==> src/rtl/core/s7s_pkg.sv <==
`default_nettype none

package s7s_pkg;

	// Width of the value shown on the display
	localparam int VALUE_W = 16;

	// Divide by ten: q = (v * 52429) >> 19 is exact for every 16-bit v
	localparam int DIV10_SHIFT = 19;
	localparam logic [16:0] DIV10_MUL = 17'd52429;
	localparam int DIV10_PROD_W = VALUE_W + 17;

	// Converter filter constants
	localparam int COUNT_W = 5;
	localparam logic [COUNT_W-1:0] REPEAT_LIMIT = 5'd30;
	localparam logic [COUNT_W-1:0] COUNT_MAX = 5'd31;
	localparam int NEAR_BAND = 4;

	// Configuration register indexes
	localparam int CFG_INDEX_W = 2;
	localparam int CFG_DATA_W = 3;
	localparam logic [CFG_INDEX_W-1:0] CFG_DIM_ENABLE = 2'd0;
	localparam logic [CFG_INDEX_W-1:0] CFG_BRIGHT_DIGIT = 2'd1;
	localparam logic [CFG_INDEX_W-1:0] CFG_ADC_ENABLE = 2'd2;
	localparam logic [CFG_INDEX_W-1:0] CFG_DOT_POSITION = 2'd3;

	typedef struct packed {
		logic dim_enable;
		logic [2:0] bright_digit;
		logic adc_enable;
		logic [2:0] dot_position;
	} cfg_t;

	localparam cfg_t CFG_RESET = '{
		dim_enable: 1'b0,
		bright_digit: 3'd2,
		adc_enable: 1'b1,
		dot_position: 3'd4
	};

	// Active-high segment pattern a..g for one decimal digit
	function automatic logic [7:0] seg_pattern(input logic [3:0] digit);
		logic [7:0] pat;
		case (digit)
			4'd0: pat = 8'h3F;
			4'd1: pat = 8'h06;
			4'd2: pat = 8'h5B;
			4'd3: pat = 8'h4F;
			4'd4: pat = 8'h66;
			4'd5: pat = 8'h6D;
			4'd6: pat = 8'h7D;
			4'd7: pat = 8'h27;
			4'd8: pat = 8'h7F;
			4'd9: pat = 8'h6F;
			default: pat = 8'h00;
		endcase
		return pat;
	endfunction

endpackage

`default_nettype wire

==> src/rtl/core/seven_segment_scan_with_adc_filter.sv <==
// Seven-segment scan driver with a stabilized converter reading.
// A transaction loads the input register on acceptance and moves into the
// result register once that is free. Throughput: one slot per cycle unless
// out_stall holds the result; the result register frees up as it is taken.
// Reset clears the slot counter, filter state and valid flags and loads the
// register defaults (no dimming, bright digit 2, converter on, dot on digit 4).
`default_nettype none

module seven_segment_scan_with_adc_filter import s7s_pkg::*; #(
	parameter int DIGIT_COUNT = 4,
	parameter int SAMPLE_BITS = 10
) (
	input wire logic clk,
	input wire logic arst_n,
	input wire logic cfg_write,
	input wire logic [CFG_INDEX_W-1:0] cfg_index,
	input wire logic [CFG_DATA_W-1:0] cfg_data,
	input wire logic in_valid,
	output logic in_stall,
	input wire logic [VALUE_W-1:0] show_value,
	input wire logic [SAMPLE_BITS-1:0] adc_sample,
	output logic out_valid,
	input wire logic out_stall,
	output logic [DIGIT_COUNT-1:0] digit_select,
	output logic [7:0] segments,
	output logic short_on,
	output logic [SAMPLE_BITS-1:0] stable_reading,
	output logic scan_end
);

	localparam int SLOT_W = $clog2(DIGIT_COUNT);
	localparam logic [SLOT_W-1:0] LAST_SLOT = SLOT_W'(DIGIT_COUNT - 1);

	cfg_t cfg_q;
	logic [SLOT_W-1:0] slot_q;
	logic [VALUE_W-1:0] remaining_q;

	logic valid_s1;
	logic [VALUE_W-1:0] show_value_s1;
	logic [SAMPLE_BITS-1:0] adc_sample_s1;

	logic valid_s2;
	logic [DIGIT_COUNT-1:0] digit_select_s2;
	logic [7:0] segments_s2;
	logic short_on_s2;
	logic [SAMPLE_BITS-1:0] stable_reading_s2;
	logic scan_end_s2;

	logic s2_free;
	logic s1_free;
	logic s2_load;
	logic first_slot;
	logic last_slot;

	logic [DIGIT_COUNT-1:0] dig_select;
	logic [7:0] dig_segments;
	logic dig_short;
	logic [VALUE_W-1:0] remaining_next;
	logic [SAMPLE_BITS-1:0] filt_cur;
	logic [SAMPLE_BITS-1:0] filt_next;

	// Handshake: each register moves when the one after it frees up
	assign s2_free = !valid_s2 || !out_stall;
	assign s1_free = !valid_s1 || s2_free;
	assign s2_load = valid_s1 && s2_free;
	assign in_stall = !s1_free;

	assign first_slot = (slot_q == '0);
	assign last_slot = (slot_q == LAST_SLOT);

	// Write configuration registers
	always_ff @(posedge clk or negedge arst_n) begin
		if (!arst_n) begin
			cfg_q <= CFG_RESET;
		end else if (cfg_write) begin
			case (cfg_index)
				CFG_DIM_ENABLE: cfg_q.dim_enable <= cfg_data[0];
				CFG_BRIGHT_DIGIT: cfg_q.bright_digit <= cfg_data;
				CFG_ADC_ENABLE: cfg_q.adc_enable <= cfg_data[0];
				CFG_DOT_POSITION: cfg_q.dot_position <= cfg_data;
				default: cfg_q <= cfg_q;
			endcase
		end
	end

	// Capture the input transaction
	always_ff @(posedge clk or negedge arst_n) begin
		if (!arst_n) begin
			valid_s1 <= 1'b0;
		end else if (s1_free) begin
			valid_s1 <= in_valid;
		end
	end

	always_ff @(posedge clk) begin
		if (s1_free && in_valid) begin
			show_value_s1 <= show_value;
			adc_sample_s1 <= adc_sample;
		end
	end

	s7s_digit #(
		.DIGIT_COUNT(DIGIT_COUNT)
	) u_digit (
		.slot(slot_q),
		.show_value(show_value_s1),
		.remaining(remaining_q),
		.cfg(cfg_q),
		.digit_select(dig_select),
		.segments(dig_segments),
		.short_on(dig_short),
		.remaining_next(remaining_next)
	);

	s7s_filter #(
		.DIGIT_COUNT(DIGIT_COUNT),
		.SAMPLE_BITS(SAMPLE_BITS)
	) u_filter (
		.clk(clk),
		.arst_n(arst_n),
		.advance(s2_load),
		.first_slot(first_slot),
		.last_slot(last_slot),
		.adc_enable(cfg_q.adc_enable),
		.sample(adc_sample_s1),
		.filtered_cur(filt_cur),
		.filtered_next(filt_next)
	);

	// Advance the slot counter and the remaining value per processed slot
	always_ff @(posedge clk or negedge arst_n) begin
		if (!arst_n) begin
			slot_q <= '0;
			remaining_q <= '0;
		end else if (s2_load) begin
			slot_q <= last_slot ? '0 : slot_q + 1'b1;
			remaining_q <= remaining_next;
		end
	end

	// Hold the result until it is taken
	always_ff @(posedge clk or negedge arst_n) begin
		if (!arst_n) begin
			valid_s2 <= 1'b0;
		end else if (s2_free) begin
			valid_s2 <= valid_s1;
		end
	end

	always_ff @(posedge clk) begin
		if (s2_load) begin
			digit_select_s2 <= dig_select;
			segments_s2 <= dig_segments;
			short_on_s2 <= dig_short;
			stable_reading_s2 <= filt_next;
			scan_end_s2 <= last_slot;
		end
	end

	assign out_valid = valid_s2;
	assign digit_select = digit_select_s2;
	assign segments = segments_s2;
	assign short_on = short_on_s2;
	assign stable_reading = stable_reading_s2;
	assign scan_end = scan_end_s2;

	// At most one digit is driven at a time
	a_select_onehot: assert property (@(posedge clk) disable iff (!arst_n)
		out_valid |-> $onehot0(digit_select))
		else $error("digit_select drives more than one digit");

	// Input is held off only when both registers are full
	a_stall_full: assert property (@(posedge clk) disable iff (!arst_n)
		in_stall |-> (valid_s1 && valid_s2))
		else $error("input stalled with a free register");

	// The reading changes only on the last slot of a scan
	a_reading_hold: assert property (@(posedge clk) disable iff (!arst_n)
		(s2_load && !last_slot) |=> (stable_reading == $past(filt_cur)))
		else $error("reading changed outside the last slot");

	// Short pulses are only flagged while dimming
	a_short_dim: assert property (@(posedge clk) disable iff (!arst_n)
		(s2_load && !cfg_q.dim_enable) |=> !short_on)
		else $error("short_on set with dimming off");

endmodule

`default_nettype wire

==> src/rtl/core/s7s_digit.sv <==
`default_nettype none

module s7s_digit import s7s_pkg::*; #(
	parameter int DIGIT_COUNT = 4,
	localparam int SLOT_W = $clog2(DIGIT_COUNT)
) (
	input wire logic [SLOT_W-1:0] slot,
	input wire logic [VALUE_W-1:0] show_value,
	input wire logic [VALUE_W-1:0] remaining,
	input wire cfg_t cfg,
	output logic [DIGIT_COUNT-1:0] digit_select,
	output logic [7:0] segments,
	output logic short_on,
	output logic [VALUE_W-1:0] remaining_next
);

	logic first_slot;
	logic [VALUE_W-1:0] value;
	logic [DIV10_PROD_W-1:0] prod;
	logic [VALUE_W-1:0] quot;
	logic [VALUE_W-1:0] quot_x10;
	logic [VALUE_W-1:0] rem_full;
	logic [3:0] rem;
	logic [3:0] slot_pos;
	logic blank;

	// Latch the new value on the first slot of a scan
	assign first_slot = (slot == '0);
	assign value = first_slot ? show_value : remaining;

	// Split off the low decimal digit by reciprocal multiply
	assign prod = DIV10_PROD_W'(value) * DIV10_PROD_W'(DIV10_MUL);
	assign quot = VALUE_W'(prod[DIV10_PROD_W-1:DIV10_SHIFT]);
	assign quot_x10 = (quot << 3) + (quot << 1);
	assign rem_full = value - quot_x10;
	assign rem = rem_full[3:0];
	assign remaining_next = quot;

	// One-based position of this slot
	assign slot_pos = 4'(slot) + 4'd1;

	// Drive active-low segments, clear the dot bit on the chosen digit
	always_comb begin
		segments = ~seg_pattern(rem);
		if ({1'b0, cfg.dot_position} == slot_pos) begin
			segments[7] = 1'b0;
		end
	end

	// Blank leading zeros when not dimming, flag short pulses when dimming
	assign blank = !cfg.dim_enable && (value == '0) && !first_slot;
	assign short_on = cfg.dim_enable && ({1'b0, cfg.bright_digit} != slot_pos);
	assign digit_select = blank ? '0 : (DIGIT_COUNT'(1) << slot);

endmodule

`default_nettype wire

==> src/rtl/core/s7s_filter.sv <==
`default_nettype none

module s7s_filter import s7s_pkg::*; #(
	parameter int DIGIT_COUNT = 4,
	parameter int SAMPLE_BITS = 10
) (
	input wire logic clk,
	input wire logic arst_n,
	input wire logic advance,
	input wire logic first_slot,
	input wire logic last_slot,
	input wire logic adc_enable,
	input wire logic [SAMPLE_BITS-1:0] sample,
	output logic [SAMPLE_BITS-1:0] filtered_cur,
	output logic [SAMPLE_BITS-1:0] filtered_next
);

	localparam int DIVISOR = DIGIT_COUNT - 1;
	localparam int SUM_W = SAMPLE_BITS + $clog2(DIGIT_COUNT);
	localparam int DIV_SH = SUM_W + $clog2(DIVISOR);
	localparam int RECIP_W = DIV_SH + 1;
	localparam int PROD_W = SUM_W + RECIP_W;
	localparam logic [RECIP_W-1:0] RECIP =
		RECIP_W'(((64'd1 << DIV_SH) + 64'(DIVISOR) - 64'd1) / 64'(DIVISOR));
	localparam int CMP_W = SAMPLE_BITS + 1;

	logic [SUM_W-1:0] sum_q;
	logic [SAMPLE_BITS-1:0] filt_q;
	logic [SAMPLE_BITS-1:0] prev_q;
	logic [COUNT_W-1:0] count_q;

	logic [SUM_W-1:0] sum_base;
	logic [SUM_W-1:0] sum_d;
	logic [PROD_W-1:0] prod;
	logic [SAMPLE_BITS-1:0] mean;
	logic [CMP_W-1:0] mean_x;
	logic [CMP_W-1:0] filt_x;
	logic far;
	logic [COUNT_W-1:0] count_inc;
	logic update;
	logic [SAMPLE_BITS-1:0] filt_d;
	logic [SAMPLE_BITS-1:0] prev_d;
	logic [COUNT_W-1:0] count_d;

	// Restart the sum on the first slot, add a sample on all but the last if enabled
	assign sum_base = first_slot ? '0 : sum_q;
	assign sum_d = (adc_enable && !last_slot) ? sum_base + SUM_W'(sample) : sum_base;

	// Truncated mean by reciprocal multiply, exact over the whole sum range
	assign prod = PROD_W'(sum_q) * PROD_W'(RECIP);
	assign mean = prod[DIV_SH +: SAMPLE_BITS];

	// Decide whether the mean is far from the current reading
	assign mean_x = CMP_W'(mean);
	assign filt_x = CMP_W'(filt_q);
	assign far = ((filt_x >= CMP_W'(NEAR_BAND)) && (mean_x < filt_x - CMP_W'(NEAR_BAND)))
		|| (mean_x > filt_x + CMP_W'(NEAR_BAND));
	assign count_inc = (count_q == COUNT_MAX) ? count_q : count_q + 1'b1;
	assign update = adc_enable && last_slot;

	// Replace at once when far, else after enough repeats of the same mean
	always_comb begin
		filt_d = filt_q;
		prev_d = prev_q;
		count_d = count_q;
		if (update) begin
			if (far) begin
				filt_d = mean;
			end else if (prev_q == mean) begin
				count_d = count_inc;
				if (count_inc >= REPEAT_LIMIT) begin
					filt_d = mean;
				end
			end else begin
				prev_d = mean;
				count_d = '0;
			end
		end
	end

	always_ff @(posedge clk or negedge arst_n) begin
		if (!arst_n) begin
			sum_q <= '0;
			filt_q <= '0;
			prev_q <= '0;
			count_q <= '0;
		end else if (advance) begin
			sum_q <= sum_d;
			filt_q <= filt_d;
			prev_q <= prev_d;
			count_q <= count_d;
		end
	end

	assign filtered_cur = filt_q;
	assign filtered_next = filt_d;

endmodule

`default_nettype wire
==> config.mk <==
export PLATFORM = sky130hd
export DESIGN_NAME = seven_segment_scan_with_adc_filter
export DESIGN_NICKNAME = d
export VERILOG_FILES = /design/src/rtl/core/s7s_pkg.sv /design/src/rtl/core/seven_segment_scan_with_adc_filter.sv /design/src/rtl/core/s7s_digit.sv /design/src/rtl/core/s7s_filter.sv
export SDC_FILE = /design/constraint.sdc
export NUM_CORES = 1
export LEC_CHECK = 0
export CAP_MARGIN = 20
export CORE_ASPECT_RATIO = 1.4
export CORE_MARGIN = 2
export CORE_UTILIZATION = 59
export CTS_CLUSTER_DIAMETER = 30
export DETAILED_ROUTE_END_ITERATION = 8
export DONT_BUFFER_PORTS = 1
export GPL_TIMING_DRIVEN = 0
export MAX_ROUTING_LAYER = met4
export PLACE_DENSITY = 0.86
export RECOVER_POWER = 50
export SYNTH_ARGS = -nofsm -noshare
export SYNTH_HDL_FRONTEND = slang
export SYNTH_SLANG_ARGS = --single-unit
==> constraint.sdc <==
create_clock -name clk -period 7.5 [get_ports clk]
set_input_delay 1.125 -clock clk [delete_from_list [all_inputs] [get_ports clk]]
set_output_delay 1.125 -clock clk [all_outputs]
set_load 0.01 [all_outputs]
# ---- After elaboration in Yosys (flattened, before gate mapping)
# Memories as Yosys holds them, arrays and structs flattened.
# Index checks and enable logic that the tools add are counted.
# W data, S select, Z words.
dict set report op_classes {
  n_reduce_logical 27
  addsub 8
  mux 10
  div 0
  shift 1
  n_lt_le_gt_ge 4
  multipliers 2
  eq_ne 8
  bitwise_logic 3
}
# operator count
set ops {}
lappend ops {{$mux W10} 4}
lappend ops {{$mul A16 B16 Y32 const B} 1}
lappend ops {{$mux W12} 2}
lappend ops {{$mul A12 B12 Y23 const B} 1}
lappend ops {{$logic_not A16 Y1} 1}
lappend ops {{$mux W16} 1}
lappend ops {{$add A12 B10 Y12} 1}
lappend ops {{$add A10 B3 Y11 const B} 1}
lappend ops {{$gt A10 B11 Y1} 1}
lappend ops {{$lt A10 B11 Y1} 1}
lappend ops {{$sub A10 B3 Y11 const B} 1}
lappend ops {{$eq A10 B10 Y1} 1}
lappend ops {{$ge A10 B3 Y1 const B} 1}
lappend ops {{$mux W5} 2}
lappend ops {{$logic_and A1 B1 Y1} 8}
lappend ops {{$not A8 Y8} 1}
lappend ops {{$reduce_and A2 Y1} 4}
lappend ops {{$logic_not A1 Y1} 7}
lappend ops {{$eq A2 B2 Y1 const B} 3}
lappend ops {{$add A5 B1 Y5 const B} 1}
lappend ops {{$eq A5 B5 Y1 const B} 1}
lappend ops {{$ge A5 B5 Y1 const B} 1}
lappend ops {{$add A4 B4 Y4} 1}
lappend ops {{$eq A3 B4 Y1} 1}
lappend ops {{12 further kinds} 16}
dict set report totals {
  latchBits 0
  register_bits 112
  input_bits 36
  mem_bits_ro 112
  memories 1
  word_cells 84
  ram_bits 0
}
# name words width read_ports rd_ports_with_merged_regs write_ports line_no
set memory_table {}
lappend memory_table {{(no name shown)} 16 7 1 0 0 s7s_pkg.sv:44} ;# case (digit)

# ---- Depth between registers and ports, before layout
dict set report depth {
  depth_word 7
  ltp_mapped 31
  ltp_nobuf 28
}

# ---- Cells and area by module
# From an unflattened synthesis, not the netlist that was laid out.
dict set report unflattened {
  cells_unflattened 1329
  hier_area_um2 13715.7
}
# module area_each_um2 n_inst cells_each
set by_module_without_submodules {}
lappend by_module_without_submodules {s7s_filter 5769.3 1 639}
lappend by_module_without_submodules {s7s_digit 5277.6 1 569}
lappend by_module_without_submodules {seven_segment_scan_with_adc_filter 2668.8 1 121}

# ---- Least setup slack after synthesis
# OpenSTA, ideal clock, no wires.
dict set report synth_path {
  kind {register to register}
  startpoint {register slot_q[0]}
  endpoint {register segments_s2[0], in the netlist segments[0], data pin}
  synth_period_minus_slack_ns 7.805
  arrival_time_ns 7.534
  slack_ns -0.305
  stages_incl_launch_ff 32
  required_ns 7.230
  setup_ns 0.270
  path_cell_list {dfrtp_1 > inv_1 > ha_1 > clkbuf_1 > clkbuf_1 > clkbuf_1 > mux2i_1 > inv_1 > ha_1 > inv_1 > fa_1 > inv_1 > fa_1 > inv_1 > fa_1 > fa_1 > fa_1 > inv_1 > ha_1 > o21a_1 > o21a_1 > o21ai_0 > a31o_2 > nand2b_1 > xor2_1 > ha_1 > nand2_1 > o211ai_1 > xnor2_1 > xnor3_1 > nor2_1 > a31oi_1}
}
dict set report synth_via {
  elab_chain_len 7
}
# item line_no
set synth_lines {}
lappend synth_lines {{start: declaration} seven_segment_scan_with_adc_filter.sv:35} ;# logic [SLOT_W-1:0] slot_q;
lappend synth_lines {{start signal: assignment} seven_segment_scan_with_adc_filter.sv:136} ;# slot_q <= last_slot ? '0 : slot_q + 1'b1;
lappend synth_lines {{$logic_not A2 Y1} s7s_digit.sv:28} ;# assign first_slot = (slot == '0);
lappend synth_lines {{$mux W16} s7s_digit.sv:29} ;# assign value = first_slot ? show_value : remaining;
lappend synth_lines {{$mul A16 B16 Y32} s7s_digit.sv:32} ;# assign prod = DIV10_PROD_W'(value) * DIV10_PROD_W'(DIV10_MUL);
lappend synth_lines {{named net remaining_next[1]} seven_segment_scan_with_adc_filter.sv:58} ;# logic [VALUE_W-1:0] remaining_next;
lappend synth_lines {{$add A4 B4 Y4} s7s_digit.sv:34} ;# assign quot_x10 = (quot << 3) + (quot << 1);
lappend synth_lines {{$sub A4 B4 Y4} s7s_digit.sv:35} ;# assign rem_full = value - quot_x10;
lappend synth_lines {{$mem_v2 Z16 W7} -}
lappend synth_lines {{$not A8 Y8} s7s_digit.sv:44} ;# segments = ~seg_pattern(rem);
lappend synth_lines {{named net dig_segments[0]} seven_segment_scan_with_adc_filter.sv:56} ;# logic [7:0] dig_segments;
lappend synth_lines {{end signal: assignment} seven_segment_scan_with_adc_filter.sv:153} ;# segments_s2 <= dig_segments;
lappend synth_lines {{end: declaration} seven_segment_scan_with_adc_filter.sv:44} ;# logic [7:0] segments_s2;
# The timed path passes the listed nets, and every way through them passes these cells.
# A chain may end at the register's enable or synchronous reset.

# ---- Worst setup path in the final report
dict set report layout_path {
  startpoint {register slot_q[1]}
  endpoint {register segments_s2[5], in the netlist segments[5], data pin}
}
# The elaborated chain is that of the path after synthesis.

==> impl_metrics.py <==
metrics = {
    "route": {
        "wl_mm": 29.32,
        "post_drt_wl_per_cell_um": 18.36,
        "route.vias.total": 9150,
        "ant_nets": 0,
        "drtIter0Drc": 603,
        "drc": 0,
        "drtPass1Iterations": 5,
        "via_per_inst": 5.729,
    },
    "yosys": {
        "ys_warn_count": 0,
        "synth_edf_count": 50,
        "ys_ff_latch": 112,
        "syn_avg_cell_area_um2": 10.40,
        "ys.flop_type": "dfrtp_1",
        "syn-num-nets": 1674,
        "seq_area_frac_synth_pct": 23.29,
        "ys_async_sr_fraction_pct": 55.36,
        "synth_area_mm2": 0.01313,
        "synth_cells": 1262,
        "synth_cell_types": 72,
    },
    "clock_network": {
        "clk_pin_slew_ns": 0.09,
        "clk_latency_ns": 0.38,
        "cts_max_level": 3,
        "numCtsBuffers": 9,
        "root_buffer": "clkbuf_16",
        "clkSinkCount": 112,
        "clockBufferDepth": 2,
        "cts_tree": "done",
    },
    "final_layout": {
        "drive_above_1_share_pct": 12.92,
        "fin_cells": 1597,
        "final_util_pct": 65.43,
        "antenna_cells": 0,
        "num-fill-cells": 1576,
        "syn2layout_area_growth_pct": 8.969,
        "nets": 1707,
    },
    "worst_setup_path": {
        "r2r-end": "segments[5]",
        "startpoint": "slot_q[1]",
        "reg2regPathDepth": 28,
        "start_kind": "flop",
        "critPathCaptureType": "flop",
        "cp_max_fo": 8,
        "slowest_delay_ns": 0.63,
        "crit_arrival_ns": 7.52,
        "crit_type": "flop to flop",
        "crit_slowest_cell": "fa_2",
        "worstPathRequired_ns": 7.74,
        "worst_path_most_repeated_cell": "fa_1",
        "r2r-start": "slot_q[1]",
        "r2r_slack_ns": 0.22,
    },
    "place": {
        "portBuffers": 0,
        "post-dp-hpwl_mm": 23.38,
        "gp_congestion": 0.9666,
        "numPlacedInstances": 1559,
    },
    "sta": {
        "fmaxAchievable_mhz": 137.4,
        "fin_skew_ns": 0.01912,
        "final_max_slew_viol_count": 0,
        "tightest_slew_ns": 0.8839,
        "report.final.hold_viol_count": 0,
        "final.setup.tns_ns": 0,
        "min_period_over_period_pct": 97.05,
        "finalCriticalPeriod_ns": 7.279,
        "holdWs_ns": 0.4339,
        "finalSetupViolations": 0,
        "slew_headroom_pct": 40.24,
    },
    "flow_run": {
        "cap_violations": 0,
    },
    "global_routing": {
        "grt_max_degree": 63,
        "grtUsageTotal_pct": 26.30,
        "grt_pass1_wl_mm": 46.68,
        "grt_pass1_vias": 9683,
        "antenna_found_initial": 0,
        "overflow": 0,
    },
    "floorplan": {
        "die_x_um": 130.1,
        "pin_count": 62,
        "die_area_mm2": 0.02347,
        "die_y_um": 180.5,
        "core_area_mm2": 0.02186,
        "num_rows": 64,
        "initial_core_util_pct": 60.04,
    },
    "hold_path": {
        "min-delay-path-class": "input pin to async pin",
    },
    "outcome": {
        "status": "completed",
    },
}
[timing repair]
action	in CTS	in global routing
endpoints found under the hold margin	0	0
resized for setup	28	45
pin swaps	2	17
cloned	0	1
hold buffers	0	0
setup endpoints to repair	48	45
setup buffers	4	18
[logic make-up after synthesis]
family | after synthesis | share of synthesized area (%)
adders and majority gates | 376 | 42.76
buffers and inverters | 294 | 8.617
and+or+nand+nor | 199 | 7.721
AOI/OAI and AO/OA | 162 | 8.560
DFF | 112 | 23.29
xor gates and xnor gates | 66 | 4.613
muxes | 53 | 4.442
[cells in the final DEF (no fill, tap or decap), drive strengths merged, types with 5 or more instances in the layout]
cell type and count:
a211oi 5, a21boi 5, a21o 8, a21oi 39, a22o 8, a31oi 8
buf 33, clkbuf 16, dfrtp 59, edfxtp 50, fa 121, ha 255
inv 279, mux2 42, mux2i 11, nand2 64, nand2b 7, nand3 18
nand4 12, nor2 32, nor2b 14, nor3 20, o211ai 11, o21a 11
o21ai 35, o21bai 6, o31ai 5, or3 7, xnor2 45, xor2 19
[layer usage]
metal	vias to the layer above	track usage, %	share of wire, %
met4	0	13.42	5.0
met5	-	-	0
li1	4268	-	-
met2	250	47.02	55
met1	4528	28.27	37
met3	104	2.821	3.0
[worst max-delay path: cells and delay by family, from the launching register on]
kind / cells / cell delay [ns]
and+or+nand+nor: 5 / 0.61
adders and majority gates: 9 / 3.78
muxes: 1 / 0.27
xor gates and xnor gates: 3 / 0.65
DFF: 1 / 0.42
AOI/OAI and AO/OA: 4 / 0.57
buffers and inverters: 6 / 0.81
[how the worst max path moves through the flow]
stage                  end  slack, ns  depth (start not counted)
2_1_floorplan  segments[0]       0.02                         31
3_3_place_gp   segments[2]      -1.08                         31
3_5_place_dp   segments[2]      -1.24                         31
4_1_cts        segments[5]       0.03                         31
5_1_grt        segments[5]      -0.08                         31
6_report       segments[5]       0.22                         28
[area by class of cell]
type | count | area (µm²) | share of cell area (%)
Buffer | 17 | 136.4 | 0.9535
Clock buffer | 9 | 225.2 | 1.575
Clock inverter | 7 | 73.82 | 0.5161
Inverter | 276 | 1036 | 7.243
Multi-Input combinational cell | 856 | 9209 | 64.38
Sequential cell | 112 | 3063 | 21.41
Tap cell | 297 | 371.6 | 2.598
Timing Repair Buffer | 23 | 188.9 | 1.321
[state kept, by name (all words and copies together) (netlist names), 4 cells and up]
signal                 count
adc_sample_s1             10
cfg_q                      8
show_value_s1             16
u_filter.filtered_cur     10
segments                   8
remaining_q               13
u_filter.count_q           5
stable_reading            10
u_filter.sum_q            12
u_filter.prev_q           10
digit_select               4
[stage by stage]
stage,worst slack [ns],cell area (µm²)
after detailed placement,-1.245,13510
final,0.2214,14300
after CTS,0.02546,13970
after global routing,-0.07675,14300
after global placement,-1.080,13510
after floorplan,0.02087,13130
[synthesized netlist by cell type (12+ instances only)]
cell type,instances,area [µm²]
nand4_1,12,75.07
nor3_1,19,95.09
edfxtp_1,50,1501
nand3_1,18,90.09
o21ai_0,34,170.2
a21oi_1,36,180.2
xnor2_1,45,394.1
nor2b_1,14,87.58
fa_1,121,2422
mux2_2,42,473.0
ha_1,255,3191
xor2_1,19,166.4
inv_1,275,1032
nor2_1,32,120.1
dfrtp_1,59,1476
nand2_1,64,240.2
Power is left out: the tool's default activity adds up to more than one toggle a clock period on the data nets, which glitch-free logic cannot reach.
